`config.mk`:
```
export PLATFORM = sky130hd
export DESIGN_NAME = eci_back
export DESIGN_NICKNAME = d
export VERILOG_FILES = /design/src/hdl/eci_pkg.sv /design/src/hdl/eci_back.sv
export SDC_FILE = /design/constraint.sdc
export NUM_CORES = 2
export LEC_CHECK = 0
export BUFFER_PORTS_ARGS = -buffer_cell sky130_fd_sc_hd__buf_2
export CORE_ASPECT_RATIO = 0.5
export CORE_MARGIN = 2
export CORE_UTILIZATION = 62
export CTS_BUF_LIST = sky130_fd_sc_hd__clkbuf_16
export CTS_CLUSTER_SIZE = 10
export DETAILED_ROUTE_END_ITERATION = 6
export GPL_ROUTABILITY_DRIVEN = 1
export PLACE_DENSITY_LB_ADDON = 0.25
export SYNTH_ARGS = -nofsm -noshare
export SYNTH_HDL_FRONTEND = slang
export SYNTH_SLANG_ARGS = --single-unit
```
`constraint.sdc`:
```
create_clock -name clk -period 8.6 [get_ports clk]
set_input_delay 1.72 -clock clk [delete_from_list [all_inputs] [get_ports clk]]
set_output_delay 1.72 -clock clk [all_outputs]
set_load 0.01 [all_outputs]
```
`src/hdl/eci_pkg.sv`:
```
// Shared constants, types and tables of the easing curve interpolator.
// Depends on nothing; eci_front, eci_iter, eci_back and the top level import it.
package eci_pkg;

  localparam int FB           = 16;            // fraction bits of values, times and weights
  localparam int ONE_W        = FB + 1;        // width of a weight in [0, ONE]
  localparam int DEN_W        = ONE_W + 1;     // width of the ease-in-out divisor
  localparam int NUM_W        = 2 * FB + 2;    // width of the ease-in-out dividend
  localparam int XW           = 33;            // CORDIC datapath width, Q2.30 plus margin
  localparam int CORDIC_STEPS = 28;
  localparam int DIV_STEPS    = FB + 1;
  localparam int ZP_W         = ONE_W + 31;    // phase times half pi
  localparam int PW           = XW + ONE_W + 1;

  localparam logic [ONE_W-1:0] ONE      = ONE_W'(1) << FB;
  localparam logic [ONE_W-1:0] HALF_ONE = ONE_W'(1) << (FB - 1);
  localparam logic [30:0]      HALF_PI  = 31'd1686629713;
  localparam logic signed [XW-1:0] GAIN   = 33'sd652032874;
  localparam logic signed [XW-1:0] Q30_ONE = 33'sd1073741824;

  // Curve codes.
  localparam logic [2:0] CURVE_LINEAR    = 3'd0;
  localparam logic [2:0] CURVE_EASE_IN   = 3'd1;
  localparam logic [2:0] CURVE_EASE_OUT  = 3'd2;
  localparam logic [2:0] CURVE_EASE_IO   = 3'd3;
  localparam logic [2:0] CURVE_BOOMERANG = 3'd4;

  // One request on its way through the rotation and division stages.
  typedef struct packed {
    logic                    valid;
    logic                    bad;
    logic [2:0]              curve;
    logic signed [31:0]      start_value;
    logic signed [31:0]      end_value;
    logic [ONE_W-1:0]        t;
    logic [ONE_W-1:0]        a;
    logic signed [XW-1:0]    x;
    logic signed [XW-1:0]    y;
    logic signed [XW-1:0]    z;
    logic [NUM_W-1:0]        num;
    logic [DEN_W-1:0]        den;
    logic [DEN_W-1:0]        rem;
    logic [ONE_W-1:0]        quo;
  } pipe_t;

  // Arctangent of 2^-i in Q2.30.
  function automatic logic signed [XW-1:0] atan_q30(input int i);
    logic signed [XW-1:0] v;
    begin
      unique case (i)
        0:  v = 33'sh03243F6A8;
        1:  v = 33'sh01DAC6705;
        2:  v = 33'sh00FADBAFC;
        3:  v = 33'sh007F56EA6;
        4:  v = 33'sh003FEAB76;
        5:  v = 33'sh001FFD55B;
        6:  v = 33'sh000FFFAAA;
        7:  v = 33'sh0007FFF55;
        8:  v = 33'sh0003FFFEA;
        9:  v = 33'sh0001FFFFD;
        10: v = 33'sh0000FFFFF;
        11: v = 33'sh00007FFFF;
        12: v = 33'sh00003FFFF;
        13: v = 33'sh00001FFFF;
        14: v = 33'sh00000FFFF;
        15: v = 33'sh000007FFF;
        16: v = 33'sh000003FFF;
        17: v = 33'sh000001FFF;
        18: v = 33'sh000000FFF;
        19: v = 33'sh0000007FF;
        20: v = 33'sh0000003FF;
        21: v = 33'sh0000001FF;
        22: v = 33'sh0000000FF;
        23: v = 33'sh00000007F;
        24: v = 33'sh00000003F;
        25: v = 33'sh00000001F;
        26: v = 33'sh00000000F;
        27: v = 33'sh000000008;
        default: v = '0;
      endcase
      return v;
    end
  endfunction

endpackage

```
`src/hdl/eci_back.sv`:
```
// Back stages: weight selection, scaling of the span and the output register.
// Depends on eci_pkg.
module eci_back
  import eci_pkg::*;
(
  input  logic               clk,
  input  logic               rst,
  input  logic               adv,
  input  pipe_t              tail,
  output logic               out_valid,
  output logic signed [31:0] result,
  output logic               bad_curve
);

  logic signed [XW-1:0] y_c;
  logic [31:0]          ysum;
  logic [ONE_W-1:0]     sin_c, f_c;

  logic               v1, bad1;
  logic signed [31:0] s1;
  logic signed [32:0] d1;
  logic [ONE_W-1:0]   f1;

  logic               v2, bad2;
  logic signed [31:0] s2;
  logic signed [PW-1:0] p2, psum;

  // Round the sine to a weight and pick the curve's weight.
  always_comb begin
    if (tail.y < 0) begin
      y_c = '0;
    end else if (tail.y > Q30_ONE) begin
      y_c = Q30_ONE;
    end else begin
      y_c = tail.y;
    end
    ysum = 32'(y_c[30:0]) + (32'd1 << (29 - FB));
    sin_c = ysum[30:30-FB];
    if (sin_c > ONE) begin
      sin_c = ONE;
    end
    unique case (tail.curve)
      CURVE_LINEAR:   f_c = tail.t;
      CURVE_EASE_IN:  f_c = tail.a;
      CURVE_EASE_IO:  f_c = tail.quo;
      default:        f_c = sin_c;
    endcase
    if (f_c > ONE) begin
      f_c = ONE;
    end
  end

  always_ff @(posedge clk) begin
    if (rst) begin
      v1 <= 1'b0;
      v2 <= 1'b0;
      out_valid <= 1'b0;
    end else if (adv) begin
      v1 <= tail.valid;
      v2 <= v1;
      out_valid <= v2;
    end
  end

  // Span, multiply, then round and offset by the start value.
  always_ff @(posedge clk) begin
    if (adv) begin
      bad1 <= tail.bad;
      s1   <= tail.start_value;
      d1   <= 33'(tail.end_value) - 33'(tail.start_value);
      f1   <= f_c;
      bad2 <= bad1;
      s2   <= s1;
      p2   <= PW'(d1) * PW'($signed({1'b0, f1}));
    end
  end

  assign psum = p2 + PW'($signed({1'b0, HALF_ONE}));

  always_ff @(posedge clk) begin
    if (adv) begin
      bad_curve <= bad2;
      result    <= bad2 ? 32'sd0 : s2 + $signed(psum[FB+31:FB]);
    end
  end

endmodule

```
==> results.sh <==
export IMPL_clock_latency_ns=0.47
export IMPL_drt_vias_per_instance=5.61
export IMPL_drive_gt1_frac=0.0819
export IMPL_cp_arrival_ns=7.97
export IMPL_die_h_um=156
export IMPL_post_cts_buffers=0
export IMPL_grt_pass1_wl_um=113000
export IMPL_cts_buffer_depth=2
export IMPL_syn_to_final_growth_pct=7.48
export IMPL_route_detailed_drc=0
export IMPL_synth_fa_ha_area_frac=0.435
export IMPL_setup_tns_ns=0
export IMPL_synth_seq_area_share=0.192
export IMPL_synth_xor_area_frac=0.0438
export IMPL_fp_dieW_um=309
export IMPL_syn_area_per_cell_sq_um=9.60
export IMPL_synth_nets=3983
export IMPL_dp_hpwl_um=54600
export IMPL_cts_clk_slew_worst_paths_ns=0.09
export IMPL_final_max_slew_viol_count=0
export IMPL_initial_utilization=0.632
export IMPL_r2r_setup_slack_ns=0.89
export IMPL_synthSimpleGateAreaFrac=0.163
export IMPL_worst_hold_slack_ns=0.422
export IMPL_finalCriticalPeriod_ns=7.71
export IMPL_design_portCount=326
export IMPL_synth_compound_area_frac=0.0629
export IMPL_cts_max_level=4
export IMPL_reg2reg_from="f1[3]"
export IMPL_grt_pass1_vias=22205
export IMPL_final_cell_area_sq_um=31000
export IMPL_synth_mux_area_frac=0.00808
export IMPL_track_usage=0.301
export IMPL_grt_start_max_net_pins=108
export IMPL_ant_nets=0
export IMPL_io_buffer_count=189
export IMPL_min_to="s2[18]"
export IMPL_rows=55
export IMPL_period_share=0.897
export IMPL_hold_path_class="flop to flop"
export IMPL_core_area_sq_um=45600
export IMPL_synth_area_sq_um=28800
export IMPL_max_cap_violations=0
export IMPL_first_pass_iters=6
export IMPL_start_kind="flop"
export IMPL_fmax_ghz=0.130
export IMPL_slew_headroom=0.122
export IMPL_synth_top_family_by_area="adder cells"
export IMPL_die_area_sq_um=48300
export IMPL_antenna_found_initial=1
export IMPL_final_hold_violation_count=0
export IMPL_worst_pin_slew_ns=1.32
export IMPL_rsz0062_at_grt="no"
export IMPL_routed_wl_um=68700
export IMPL_nNetsFinal=4120
export IMPL_min_from="s1[18]"
export IMPL_cts_root_buf="clkbuf_16"
export IMPL_place_congestion=0.943
export IMPL_diodes=0
export IMPL_grt_overflow=0
export IMPL_synth_cell_type_count=65
export IMPL_async_flop_share=0
export IMPL_synth_edf_count=182
export IMPL_skew_ns=0.0219
export IMPL_clock_sinks=185
export IMPL_end_kind="flop"
export IMPL_vias=21183
export IMPL_cts_made_buffers=17
export IMPL_hold_path_depth=0
export IMPL_placed_area_sq_um=30400
export IMPL_wl_per_cell_um=18.2
export IMPL_finalSetupViolations=0
export IMPL_r2r_end="p2[42]"
export IMPL_drtIter0Drc=1641
export IMPL_crit_required_ns=8.86
export IMPL_yosys_warnings=0
export IMPL_post_route_worst_setup_slack_ns=0.890
export IMPL_status="completed"
export IMPL_post_cts_resized=0
export IMPL_synth_seq_cells=185
export IMPL_postCtsHoldBufs=0
export IMPL_postSynthCellCount=3000
export IMPL_place_ws_ns=1.06
export IMPL_synthFlopType="edfxtp_1"
export IMPL_crit_type="flop to flop"
export IMPL_cts_tree="built"
export IMPL_r2r_cells=24
export IMPL_crit_fanout=18
-- cell usage in the layout (no fill, tap or decap), drive strengths merged, types with 11 or more instances in the layout --
cell type / instances
a211oi: 15
a21o: 25
a21oi: 100
and2: 331
and3: 23
buf: 217
clkbuf: 18
edfxtp: 182
fa: 516
ha: 175
inv: 638
mux2i: 21
nand2: 319
nand2b: 11
nand3: 37
nor2: 144
nor2b: 15
nor3: 27
o21a: 22
o21ai: 44
xnor2: 95
xor2: 49
-- kinds of logic (layout without fill, tap and decap cells) --
kind of cell | count (synthesis) | after routing
flops | 185 | 185
compound gates | 281 | 281
mux | 23 | 23
xor+xnor | 144 | 144
fa+ha+maj | 691 | 691
simple gates | 945 | 945
buf+inv | 731 | 880
-- metrics by stage --
stage                      util  std cells
final                     0.680       3776
after global routing      0.680       3776
after CTS                 0.680       3776
after detailed placement  0.667       3745
after global placement    0.667       3745
after floorplan               -       3000
-- cells in the mapped netlist (3+ instances only) --
library cell / instances / area share
o211ai_1: 7 / 0.0018
edfxtp_1: 182 / 0.19
a211o_1: 4 / 0.0012
or3_1: 7 / 0.0015
nor4_1: 9 / 0.0020
xor2_1: 49 / 0.015
a21o_1: 25 / 0.0065
o22a_1: 3 / 0.00091
nand2b_1: 11 / 0.0024
mux2i_1: 21 / 0.0073
fa_1: 516 / 0.36
a21boi_0: 5 / 0.0013
nor2b_1: 15 / 0.0033
clkbuf_1: 94 / 0.012
o21ai_0: 43 / 0.0075
nand4_1: 7 / 0.0015
and4_1: 5 / 0.0015
a21oi_1: 100 / 0.017
buf_2: 4 / 0.00069
and3_1: 23 / 0.0050
nor3_1: 27 / 0.0047
inv_1: 631 / 0.082
o22ai_1: 6 / 0.0013
a2111oi_0: 3 / 0.00091
dfxtp_1: 3 / 0.0021
a221o_1: 3 / 0.0010
and2_1: 331 / 0.072
nand2_1: 319 / 0.042
a211oi_1: 15 / 0.0039
a221oi_1: 3 / 0.00091
o21bai_1: 7 / 0.0018
nand3_1: 37 / 0.0064
o21a_1: 22 / 0.0057
ha_1: 175 / 0.076
nor2_1: 143 / 0.019
nor3b_1: 4 / 0.0010
o32a_1: 3 / 0.0010
a31oi_1: 8 / 0.0017
xnor2_1: 95 / 0.029
-- layout make-up --
type	count	area, sq um
multi-input cells	2084	20500
repair buffers	218	1170
flip-flops and latches	185	5530
fillers	3586	14600
clock inverters	14	153
well taps	627	785
clock buffers	17	425
inverters	631	2370
-- routing by layer --
layer	routed length, um	track usage
met5	0	0
met4	1110	0.0802
met3	6840	0.0501
met2	31800	0.487
met1	29000	0.427
-- worst max path at each step --
stage,cells past startpoint,startpoint,end
4_1_cts,24,f1[3],p2[42]
2_1_floorplan,24,f1[3],p2[42]
3_5_place_dp,24,f1[3],p2[42]
3_3_place_gp,24,f1[3],p2[42]
5_1_grt,22,f1[1],p2[42]
6_report,24,f1[3],p2[42]
-- worst max-delay path, cell delays in order (launching register included) --
cell,delay (ns)
edfxtp_1,0.68
and2_1,0.28
fa_1,0.53
inv_1,0.06
fa_1,0.51
fa_1,0.51
inv_1,0.05
fa_1,0.50
fa_1,0.51
inv_1,0.06
fa_1,0.49
inv_1,0.05
ha_1,0.31
and2_1,0.15
nand2_1,0.05
a21oi_1,0.44
o211a_1,0.35
o211ai_1,0.22
a2111o_1,0.54
a21boi_0,0.27
buf_4,0.18
o211ai_1,0.12
a21boi_0,0.23
o21ai_0,0.11
a221oi_1,0.28
-- sequential cells by signal (all words and copies together) (netlist names) --
signal / cells
bad1: 1
s2: 32
f1: 17
v1: 1
bad2: 1
d1: 33
v2: 1
p2: 33
result: 32
s1: 32
bad_curve: 1
out_valid: 1
Power is left out: the tool's default activity adds up to more than one toggle a clock period on the data nets, which glitch-free logic cannot reach.
